<file path="config.mk">
export PLATFORM = sky130hd
export DESIGN_NAME = indexed_ordered_list
export DESIGN_NICKNAME = d
export VERILOG_FILES = /design/src/design/iol_pkg.sv /design/src/design/iol_mem.sv /design/src/design/indexed_ordered_list.sv
export SDC_FILE = /design/constraint.sdc
export NUM_CORES = 1
export LEC_CHECK = 0
export BUFFER_PORTS_ARGS = -buffer_cell sky130_fd_sc_hd__buf_2
export CORE_MARGIN = 4
export CORE_UTILIZATION = 55
export CTS_CLUSTER_DIAMETER = 200
export DETAILED_ROUTE_END_ITERATION = 8
export GPL_TIMING_DRIVEN = 0
export PLACE_DENSITY = 0.75
export SYNTH_ARGS = -nofsm -noshare
export SYNTH_HDL_FRONTEND = slang
export SYNTH_SLANG_ARGS = --single-unit
</file>
<file path="constraint.sdc">
create_clock -name clk -period 4.9 [get_ports clk]
set_input_delay 0.49 -clock clk [delete_from_list [all_inputs] [get_ports clk]]
set_output_delay 0.49 -clock clk [all_outputs]
set_load 0.02 [all_outputs]
</file>
<file path="src/design/iol_pkg.sv">
// Shared types, codes and defaults for the indexed ordered list.
package iol_pkg;

    localparam int DEF_CAPACITY   = 16;
    localparam int DEF_DATA_WIDTH = 32;

    localparam int OP_W     = 3;
    localparam int POS_W    = 5;
    localparam int WORD_W   = 32;
    localparam int STATUS_W = 2;
    localparam int LEN_W    = 5;

    typedef enum logic [OP_W-1:0] {
        OP_PUSH   = 3'd0,
        OP_INSERT = 3'd1,
        OP_POP    = 3'd2,
        OP_REMOVE = 3'd3,
        OP_SEARCH = 3'd4,
        OP_CLEAR  = 3'd5
    } op_t;

    typedef enum logic [STATUS_W-1:0] {
        ST_OK        = 2'd0,
        ST_BAD_POS   = 2'd1,
        ST_FULL      = 2'd2,
        ST_NOT_FOUND = 2'd3
    } status_t;

    typedef enum logic [3:0] {
        S_IDLE,
        S_DISPATCH,
        S_INS_CHK,
        S_INS_WR,
        S_FETCH,
        S_EXAM,
        S_SHIFT_CHK,
        S_SHIFT_WR,
        S_FINISH
    } state_t;

endpackage

</file>
<file path="src/design/iol_mem.sv">
// Entry storage: one write port, one registered read port.
module iol_mem #(
    parameter int DEPTH = 16,
    parameter int WIDTH = 32,
    parameter int AW    = (DEPTH > 1) ? $clog2(DEPTH) : 1
) (
    input  logic             clk,
    input  logic             we,
    input  logic [AW-1:0]    waddr,
    input  logic [WIDTH-1:0] wdata,
    input  logic [AW-1:0]    raddr,
    output logic [WIDTH-1:0] rdata
);

    logic [WIDTH-1:0] mem [DEPTH];

    always_ff @(posedge clk)
    begin
        if (we)
        begin
            mem[waddr] <= wdata;
        end
    end

    always_ff @(posedge clk)
    begin
        rdata <= mem[raddr];
    end

endmodule

</file>
<file path="src/design/indexed_ordered_list.sv">
// Top level of the indexed ordered list: sequencer, index unit and result register.
//
//  channel | direction | handshake             | payload
//  in      | input     | in_valid / in_ready   | op, position, word_in
//  out     | output    | out_valid / out_ready | status, word_out, length
//
//  Insert, pop and remove walk the list element by element, and every element
//  step goes through the one index adder and the single read and write port
//  of the entry memory.
//  Reset clears the length and the sequencer; entry contents are not cleared.
//  A finished result waits in the output register while the next transfer is taken.
module indexed_ordered_list
#(
    parameter int CAPACITY   = iol_pkg::DEF_CAPACITY,
    parameter int DATA_WIDTH = iol_pkg::DEF_DATA_WIDTH
) (
    input  logic                          clk,
    input  logic                          rst_n,
    input  logic                          in_valid,
    output logic                          in_ready,
    input  logic [iol_pkg::OP_W-1:0]      op,
    input  logic [iol_pkg::POS_W-1:0]     position,
    input  logic [iol_pkg::WORD_W-1:0]    word_in,
    output logic                          out_valid,
    input  logic                          out_ready,
    output logic [iol_pkg::STATUS_W-1:0]  status,
    output logic [iol_pkg::WORD_W-1:0]    word_out,
    output logic [iol_pkg::LEN_W-1:0]     length
);

    import iol_pkg::*;

    localparam int AW   = (CAPACITY > 1) ? $clog2(CAPACITY) : 1;
    localparam int CW   = $clog2(CAPACITY + 1);
    localparam int CMPW = (CW > POS_W) ? CW : POS_W;
    localparam logic [CW-1:0] CAP_C = CW'(CAPACITY);
    localparam logic [CW-1:0] ONE_C = CW'(1);

    state_t state_reg, state_next;

    op_t                 op_reg;
    logic [POS_W-1:0]    pos_reg;
    logic [DATA_WIDTH-1:0] word_reg;

    logic [CW-1:0]       count_reg, count_next;
    logic [CW-1:0]       idx_reg, idx_next;
    status_t             status_reg, status_next;
    logic [DATA_WIDTH-1:0] result_reg, result_next;

    logic                out_valid_reg;
    status_t             status_out_reg;
    logic [WORD_W-1:0]   word_out_reg;
    logic [LEN_W-1:0]    length_reg;

    logic                  mem_we;
    logic [AW-1:0]         mem_waddr;
    logic [DATA_WIDTH-1:0] mem_wdata;
    logic [AW-1:0]         mem_raddr;
    logic [DATA_WIDTH-1:0] mem_rdata;

    logic          dir_down;
    logic [CW-1:0] idx_adj;
    logic          cnt_full;
    logic          pos_gt;
    logic          pos_ge;
    logic          idx_at_pos;
    logic          adj_ge_cnt;
    logic          word_match;
    logic          load_out;
    logic          in_xfer;

    iol_mem #(
        .DEPTH (CAPACITY),
        .WIDTH (DATA_WIDTH),
        .AW    (AW)
    ) u_mem (
        .clk   (clk),
        .we    (mem_we),
        .waddr (mem_waddr),
        .wdata (mem_wdata),
        .raddr (mem_raddr),
        .rdata (mem_rdata)
    );

    // shared index unit: one adder stepping up or down, one compare against length
    assign dir_down   = (state_reg == S_INS_CHK) || (state_reg == S_INS_WR);
    assign idx_adj    = dir_down ? (idx_reg - ONE_C) : (idx_reg + ONE_C);
    assign adj_ge_cnt = idx_adj >= count_reg;

    assign cnt_full   = count_reg == CAP_C;
    assign pos_gt     = CMPW'(pos_reg) > CMPW'(count_reg);
    assign pos_ge     = CMPW'(pos_reg) >= CMPW'(count_reg);
    assign idx_at_pos = CMPW'(idx_reg) == CMPW'(pos_reg);
    assign word_match = mem_rdata == word_reg;

    assign in_ready = state_reg == S_IDLE;
    assign in_xfer  = in_valid && in_ready;

    always_comb
    begin
        state_next = state_reg;
        case (state_reg)
            S_IDLE:
            begin
                if (in_valid)
                begin
                    state_next = S_DISPATCH;
                end
            end
            S_DISPATCH:
            begin
                case (op_reg)
                    OP_INSERT: state_next = (pos_gt || cnt_full) ? S_FINISH : S_INS_CHK;
                    OP_POP,
                    OP_SEARCH: state_next = pos_ge ? S_FINISH : S_FETCH;
                    OP_REMOVE: state_next = (count_reg == '0) ? S_FINISH : S_FETCH;
                    default:   state_next = S_FINISH;
                endcase
            end
            S_INS_CHK:   state_next = idx_at_pos ? S_FINISH : S_INS_WR;
            S_INS_WR:    state_next = S_INS_CHK;
            S_FETCH:     state_next = S_EXAM;
            S_EXAM:
            begin
                case (op_reg)
                    OP_POP:    state_next = S_SHIFT_CHK;
                    OP_REMOVE:
                    begin
                        if (word_match)
                        begin
                            state_next = S_SHIFT_CHK;
                        end
                        else
                        begin
                            state_next = adj_ge_cnt ? S_FINISH : S_FETCH;
                        end
                    end
                    default:   state_next = S_FINISH;
                endcase
            end
            S_SHIFT_CHK: state_next = adj_ge_cnt ? S_FINISH : S_SHIFT_WR;
            S_SHIFT_WR:  state_next = S_SHIFT_CHK;
            S_FINISH:
            begin
                if (!out_valid_reg || out_ready)
                begin
                    state_next = S_IDLE;
                end
            end
            default:     state_next = S_IDLE;
        endcase
    end

    always_comb
    begin
        count_next  = count_reg;
        idx_next    = idx_reg;
        status_next = status_reg;
        result_next = result_reg;
        mem_we      = 1'b0;
        mem_waddr   = idx_reg[AW-1:0];
        mem_wdata   = word_reg;
        mem_raddr   = idx_adj[AW-1:0];
        load_out    = 1'b0;
        case (state_reg)
            S_DISPATCH:
            begin
                status_next = ST_OK;
                result_next = '0;
                case (op_reg)
                    OP_PUSH:
                    begin
                        if (cnt_full)
                        begin
                            status_next = ST_FULL;
                        end
                        else
                        begin
                            mem_we     = 1'b1;
                            mem_waddr  = count_reg[AW-1:0];
                            count_next = count_reg + ONE_C;
                        end
                    end
                    OP_INSERT:
                    begin
                        if (pos_gt)
                        begin
                            status_next = ST_BAD_POS;
                        end
                        else if (cnt_full)
                        begin
                            status_next = ST_FULL;
                        end
                        else
                        begin
                            idx_next = count_reg;
                        end
                    end
                    OP_POP,
                    OP_SEARCH:
                    begin
                        if (pos_ge)
                        begin
                            status_next = ST_BAD_POS;
                        end
                        else
                        begin
                            idx_next = CW'(pos_reg);
                        end
                    end
                    OP_REMOVE:
                    begin
                        status_next = ST_NOT_FOUND;
                        idx_next    = '0;
                    end
                    OP_CLEAR:
                    begin
                        count_next = '0;
                    end
                    default:
                    begin
                        status_next = ST_OK;
                    end
                endcase
            end
            S_INS_CHK:
            begin
                if (idx_at_pos)
                begin
                    mem_we     = 1'b1;
                    count_next = count_reg + ONE_C;
                end
            end
            S_INS_WR:
            begin
                mem_we    = 1'b1;
                mem_wdata = mem_rdata;
                idx_next  = idx_adj;
            end
            S_FETCH:
            begin
                mem_raddr = idx_reg[AW-1:0];
            end
            S_EXAM:
            begin
                case (op_reg)
                    OP_POP,
                    OP_SEARCH:
                    begin
                        result_next = mem_rdata;
                    end
                    OP_REMOVE:
                    begin
                        if (word_match)
                        begin
                            result_next = mem_rdata;
                            status_next = ST_OK;
                        end
                        else
                        begin
                            idx_next = idx_adj;
                        end
                    end
                    default:
                    begin
                        result_next = result_reg;
                    end
                endcase
            end
            S_SHIFT_CHK:
            begin
                if (adj_ge_cnt)
                begin
                    count_next = count_reg - ONE_C;
                end
            end
            S_SHIFT_WR:
            begin
                mem_we    = 1'b1;
                mem_wdata = mem_rdata;
                idx_next  = idx_adj;
            end
            S_FINISH:
            begin
                load_out = !out_valid_reg || out_ready;
            end
            default:
            begin
                load_out = 1'b0;
            end
        endcase
    end

    always_ff @(posedge clk or negedge rst_n)
    begin
        if (!rst_n)
        begin
            state_reg     <= S_IDLE;
            count_reg     <= '0;
            out_valid_reg <= 1'b0;
        end
        else
        begin
            state_reg <= state_next;
            count_reg <= count_next;
            if (load_out)
            begin
                out_valid_reg <= 1'b1;
            end
            else if (out_ready)
            begin
                out_valid_reg <= 1'b0;
            end
        end
    end

    always_ff @(posedge clk)
    begin
        if (in_xfer)
        begin
            op_reg   <= op_t'(op);
            pos_reg  <= position;
            word_reg <= DATA_WIDTH'(word_in);
        end
        idx_reg    <= idx_next;
        status_reg <= status_next;
        result_reg <= result_next;
        if (load_out)
        begin
            status_out_reg <= status_reg;
            word_out_reg   <= WORD_W'(result_reg);
            length_reg     <= LEN_W'(count_reg);
        end
    end

    assign out_valid = out_valid_reg;
    assign status    = status_out_reg;
    assign word_out  = word_out_reg;
    assign length    = length_reg;

    a_count_bound: assert property (@(posedge clk) disable iff (!rst_n)
        count_reg <= CAP_C)
        else $error("length above capacity");

    a_fail_zero: assert property (@(posedge clk) disable iff (!rst_n)
        out_valid && (status != ST_OK) |-> (word_out == '0))
        else $error("nonzero word on failed request");

    a_write_range: assert property (@(posedge clk) disable iff (!rst_n)
        mem_we |-> (CW'(mem_waddr) < CAP_C) && (CW'(mem_waddr) <= count_reg))
        else $error("entry write outside the list");

    a_busy_after_take: assert property (@(posedge clk) disable iff (!rst_n)
        in_valid && in_ready |=> !in_ready)
        else $error("second transfer taken while busy");

endmodule
</file>
Word-level counts from Yosys, hierarchy flattened
Memories as Yosys holds them, arrays and structs flattened. A register that Yosys moved wholly into a read port is not among the register bits.
Cells that the tools add are included.

storage, ports and cells
  register bits after elaboration = 128
  latch bits = 0
  RAM bits = 512
  ROM bits = 0
  bits of input ports = 44
  output and inout port bits = 41
  word-level logic and storage cells = 119
  memories = 1

operators by class
  add/sub/neg operators = 4
  multipliers = 0
  div/mod/pow operators = 0
  order comparisons = 3
  equality and inequality tests = 31
  shifts and indexed selects = 0
  muxes and demuxes = 49
  bitwise operators = 0
  reduce and logical (&&, ||, !) cells = 19

memories
  name       words  bits a word  read ports  clocked after Yosys merged registers in  wr ports  line           RTL
  u_mem.mem  16     32           1           1                                        1         iol_mem.sv:15  logic [WIDTH-1:0] mem [DEPTH];

operators with widths
  kind                   number
  $pmux W32 S2           2
  $mux W32               2
  $mux W4                13
  $mux W5                9
  $pmux W5 S3            3
  $pmux W4 S9            1
  $eq A32 B32 Y1         1
  $eq A4 B3 Y1 const B   4
  $ne A3 B3 Y1 const B   5
  $ne A2 B2 Y1 const B   7
  $pmux W4 S3            1
  $add A5 B1 Y5 const B  2
  $ge A5 B5 Y1           2
  $pmux W5 S2            1
  $sub A5 B1 Y5 const B  2
  $mux W1                9
  $eq A4 B2 Y1 const B   2
  $mux W2                4
  $pmux W2 S4            1
  $pmux W4 S2            1
  $reduce_and A7 Y1      1
  $eq A3 B2 Y1 const B   2
  $eq A3 B3 Y1 const B   2
  $reduce_and A3 Y1      2
  other kinds (22)       27

Logic depth before layout (Yosys ltp)
  depth in word-level cells = 8
  mapped depth = 16
  depth with buffers taken out = 15

Cells and area by module
From an unflattened synthesis, not the netlist that was laid out.

unflattened totals
  cell total of the unflattened synthesis = 1290
  area, all modules = 25908.6 µm²

modules (own cells, without submodules)
  module                times used  cells each  area each (µm²)
  iol_mem               1           838         19835.3
  indexed_ordered_list  1           452         6073.3

Worst setup path before layout
Ideal clock, no wire load.

  path type = reg-to-reg
  start = register state_reg[2]
  end = register length_reg[0] (netlist: length[0]), enable pin
  setup time = 0.546 ns
  arrival = 4.819 ns
  required time = 4.354 ns
  slack = -0.466 ns
  cell stages (with the launch flop) = 4
  buffers on the path = 1
  clock period less this slack = 5.366 ns
  cell sequence = dfrtp_1 clkbuf_1 nand2b_1 nor4b_1

between the ends
  longest elaborated chain between the ends = 2

RTL lines
  item                    line                         RTL
  from (decl)             indexed_ordered_list.sv:39   state_t state_reg, state_next;
  from (signal assigned)  indexed_ordered_list.sv:304  state_reg <= state_next;
  $eq A4 B4 Y1            indexed_ordered_list.sv:165  case (state_reg)
  $mux W1                 indexed_ordered_list.sv:165
  via load_out            indexed_ordered_list.sv:69   logic load_out;
  to (signal assigned)    indexed_ordered_list.sv:332  length_reg <= LEN_W'(count_reg);
  to (decl)               indexed_ordered_list.sv:53   logic [LEN_W-1:0] length_reg;

The timed path passes the listed nets, and every way through them passes these cells.
A chain may end at the register's enable or synchronous reset.

Worst setup path after layout
  start = register state_reg[1]
  end = register u_mem.rdata[20], read port of u_mem.mem

between the ends
  longest elaborated chain between the ends = 4
  elaborated cells between the ends (all ways) = 6

RTL lines
  item                line                         RTL
  $eq A4 B2 Y1        indexed_ordered_list.sv:86   assign dir_down = (state_reg == S_INS_CHK) || (state_reg == S_INS_WR);
  $logic_or A1 B1 Y1  indexed_ordered_list.sv:86
  $mux W5             indexed_ordered_list.sv:87   assign idx_adj = dir_down ? (idx_reg - ONE_C) : (idx_reg + ONE_C);
  $mux W4 *           indexed_ordered_list.sv:165
  to (decl)           iol_mem.sv:12                output logic [WIDTH-1:0] rdata

Mark *: on every way between the ends. The rest lies on a longest branch, timed or not.

==> summary.md <==
| Metric | Value |
|---|---|
| Share of final-layout standard cells stronger than drive strength 1 | 19.0% |
| Overall routed net length | 63600 µm |
| Gate count after technology mapping | 1615 |
| Number of max-slew violations in the final report | 0 |
| Nets | 1848 |
| DIE WIDTH | roughly 230 µm |
| Startpoint of the most critical register-to-register path | state_reg[1] |
| Standard-cell rows | between 80 and 90 |
| # H-tree levels | 3 |
| DR vias/cell | a little over 6 |
| Reg2reg end | u_mem.rdata[20] |
| GR Overflow Total | 0 |
| Post-synthesis cell type count | 58 |
| Fraction of the yosys area taken by sequential cells | 73.2% |
| Count of cells along the worst register-to-register path | 11 |
| Pre-antenna DRT Iters | 5 |
| Half-perimeter wire length after placement | 41700 µm |
| Data required, critical path | 5.40 ns |
| Number of hold violations in the final report | 0 |
| Post-CTS resize count | 0 |
| Detail-routed net length per standard cell | about 25 µm |
| GRT Total Usage | 23.8% |
| Final worst path period need | 4.59 ns |
| Number of global-route vias before repair | 15100 |
| Commonest cells in the netlist | sky130_fd_sc_hd__edfxtp_1 (630), sky130_fd_sc_hd__mux2i_1 (257), sky130_fd_sc_hd__mux2_2 (92), sky130_fd_sc_hd__nor2_1 (92), sky130_fd_sc_hd__a21oi_1 (85) |
| Clock latency of the later-clocked register in the worst-skew pair | 0.60 ns |
| Kind of end point of the critical path | flop |
| Post-CTS Setup Repair Bufs | 0 |
| Worst Path Max Fanout | 10 |
| Count of hold buffers inserted by post-cts repair | 1 |
| Register with the most flip-flops | u_mem.mem |
| Flip-flop count of the largest register after layout | 512 |
| Yosys top cell area share | a little over two thirds |
| Maximum clock frequency | 0.218 GHz |
| Die Area | roughly 53000 µm² |
| Final weighted congestion in routability-driven placement | approximately 0.94 |
| Source of the critical timing path | state_reg[1] |
| Final-layout fill cell count | 3334 |
| Final setup violation count | 0 |
| Top cells by area, synth | sky130_fd_sc_hd__edfxtp_1 (70%), sky130_fd_sc_hd__mux2i_1 (9.5%), sky130_fd_sc_hd__mux2_2 (3.8%), sky130_fd_sc_hd__dfxtp_1 (2.4%), sky130_fd_sc_hd__a21oi_1 (1.6%) |
| Max Clock Skew | 0.0271 ns |
| CTS Sinks | 672 |
| Maximum buffer depth of the clock tree | 3 |
| Chip height | 230 µm |
| Synth Flop Type | sky130_fd_sc_hd__edfxtp_1 |
| Status | finished, final reports clean |
| Area growth from synthesis to layout | 14.2% |
| Buffer type at the clock tree root | sky130_fd_sc_hd__clkbuf_16 |
| Type of the setup path with the least slack | reg2reg |
| Diodes inserted | 0 |
| Number of routed nets with antenna violations | 0 |
| Starting utilization of the core area | 55.5% |
| Critical path data arrival time | about 5.1 ns |
| Crit start category | flop |
| Pin count of the biggest net entering global routing | 25 |
| Combined area of the multi-input logic cells | just under 7000 µm² |
| Core outline area | between 40000 and 50000 µm² |
| Library cell with the highest instance count after synthesis | sky130_fd_sc_hd__edfxtp_1 |
| Clock transition at path regs | 0.06 ns |
| Vias | 15100 |
| CTS Buf Count | 66 |
| Path type of the worst min-delay path | in2reg |
| Worst-case register-to-register setup slack | 0.31 ns |
| Number of port buffers | 84 |
| Synth Cell Area | ~27000 µm² |
| Number of synthesized flops with an enable pin | between 600 and 700 |
| First-pass GRT wire length | around 94000 µm |
| Post-route DRC | 0 |
| Post-route setup TNS | 0 ns |
| Share of flip-flops with an asynchronous set or reset | around 1.5% |
| Average cell area after synthesis | 16.7 µm² |
| Slew at the pin closest to its max-slew limit | approximately 1.4 ns |
| Top cell type by total area after synthesis | sky130_fd_sc_hd__edfxtp_1 |
| CTS tree | done |
| Number of synthesized register bits | 672 |
| Initial antenna violation count | 0 |
| Max Cap Violations | 0 |
| Mapped Nets | 1675 |
| Remaining max-slew budget at the tightest pin | 5.19% |
| First-iteration detailed-routing DRC count | between 1500 and 2000 |
| Ratio of final minimum period to clock period | between 90 and 100% |
| Top-level I/O count | 85 |
| Termination of the worst setup path | u_mem.rdata[20] |
| RSZ-0062 raised after global routing | no |
| Combined flip-flop and latch cell area | 19800 µm² |
| Ys Warns | 0 |
-- worst max-delay path, stage by stage (launching register included) --
cell and delay [ns]:
sky130_fd_sc_hd__dfrtp_1 0.36, sky130_fd_sc_hd__clkbuf_1 0.40, sky130_fd_sc_hd__nand2b_1 0.19, sky130_fd_sc_hd__nor2_1 0.41, sky130_fd_sc_hd__ha_1 0.32, sky130_fd_sc_hd__a21o_1 0.17, sky130_fd_sc_hd__a21oi_1 0.17, sky130_fd_sc_hd__xnor2_1 0.20
sky130_fd_sc_hd__a211oi_1 1.15, sky130_fd_sc_hd__clkbuf_1 0.72, sky130_fd_sc_hd__a22oi_1 0.30, sky130_fd_sc_hd__o221ai_1 0.14
-- logic make-up (layout without fill, tap and decap cells) --
kind of cell,after synthesis,count (layout),synth area share (%)
xor+xnor,43,43,1.39
flops,672,672,73.2
mux,354,354,13.6
fa+ha+maj,16,16,0.768
compound gates,210,210,5.11
simple gates,217,217,3.99
buf+inv,103,322,1.92
-- cell usage in the layout (no fill, tap or decap), types with 35 or more instances in the layout --
master	synthesis	routed
sky130_fd_sc_hd__and3_1	35	35
sky130_fd_sc_hd__clkbuf_1	43	60
sky130_fd_sc_hd__clkbuf_16	0	69
sky130_fd_sc_hd__buf_2	10	94
sky130_fd_sc_hd__mux2i_1	257	257
sky130_fd_sc_hd__o221ai_1	35	35
sky130_fd_sc_hd__xnor2_1	37	37
sky130_fd_sc_hd__mux2_2	92	92
sky130_fd_sc_hd__a22oi_1	35	35
sky130_fd_sc_hd__a21oi_1	85	85
sky130_fd_sc_hd__nor2_1	92	76
sky130_fd_sc_hd__edfxtp_1	630	630
-- stage by stage --
step / cell area (µm²) / instances / hold WS, ns / setup WS (ns) / util [%]
after floorplan: 27100 / 1615 / 0.194 / 0.993 / -
after global placement: 28300 / 2363 / 0.366 / -1.27 / 58.1
after detailed placement: 28900 / 2383 / 0.368 / 0.538 / 59.2
after CTS: 30900 / 2498 / 0.0506 / 0.538 / 63.4
after global routing: 30900 / 2498 / 0.0611 / 0.0542 / 63.4
final: 30900 / 2498 / 0.0669 / 0.309 / 63.4
-- area by class of cell --
type	instances	share of cell area (%)
Clock buffer	90	5.97
Inverter	16	0.194
Timing Repair Buffer	105	2.75
Clock inverter	24	0.527
Multi-Input combinational cell	840	22.2
Buffer	87	1.49
Tap cell	664	2.69
Sequential cell	672	64.1
-- routing by layer --
layer  global-route usage (%)  vias up  share of wire, %
met5                        0        -                 0
li1                         -     6671                 -
met2                     40.6      689                50
met1                     31.2     7648                39
met3                     4.01      126               8.0
met4                     8.83        0               3.2
-- how the worst min path moves through the flow --
stage	start	to	slack, ns	depth (start not counted)
floorplan	rst_n	count_reg[0]	0.19	0
global placement	rst_n	count_reg[3]	0.37	1
detailed placement	rst_n	count_reg[3]	0.37	1
CTS	word_in[26]	word_reg[26]	0.05	1
global route	word_in[28]	word_reg[28]	0.06	1
finish	word_in[26]	word_reg[26]	0.07	1
Power is left out: the tool's default activity adds up to more than one toggle a clock period on the data nets, which glitch-free logic cannot reach.
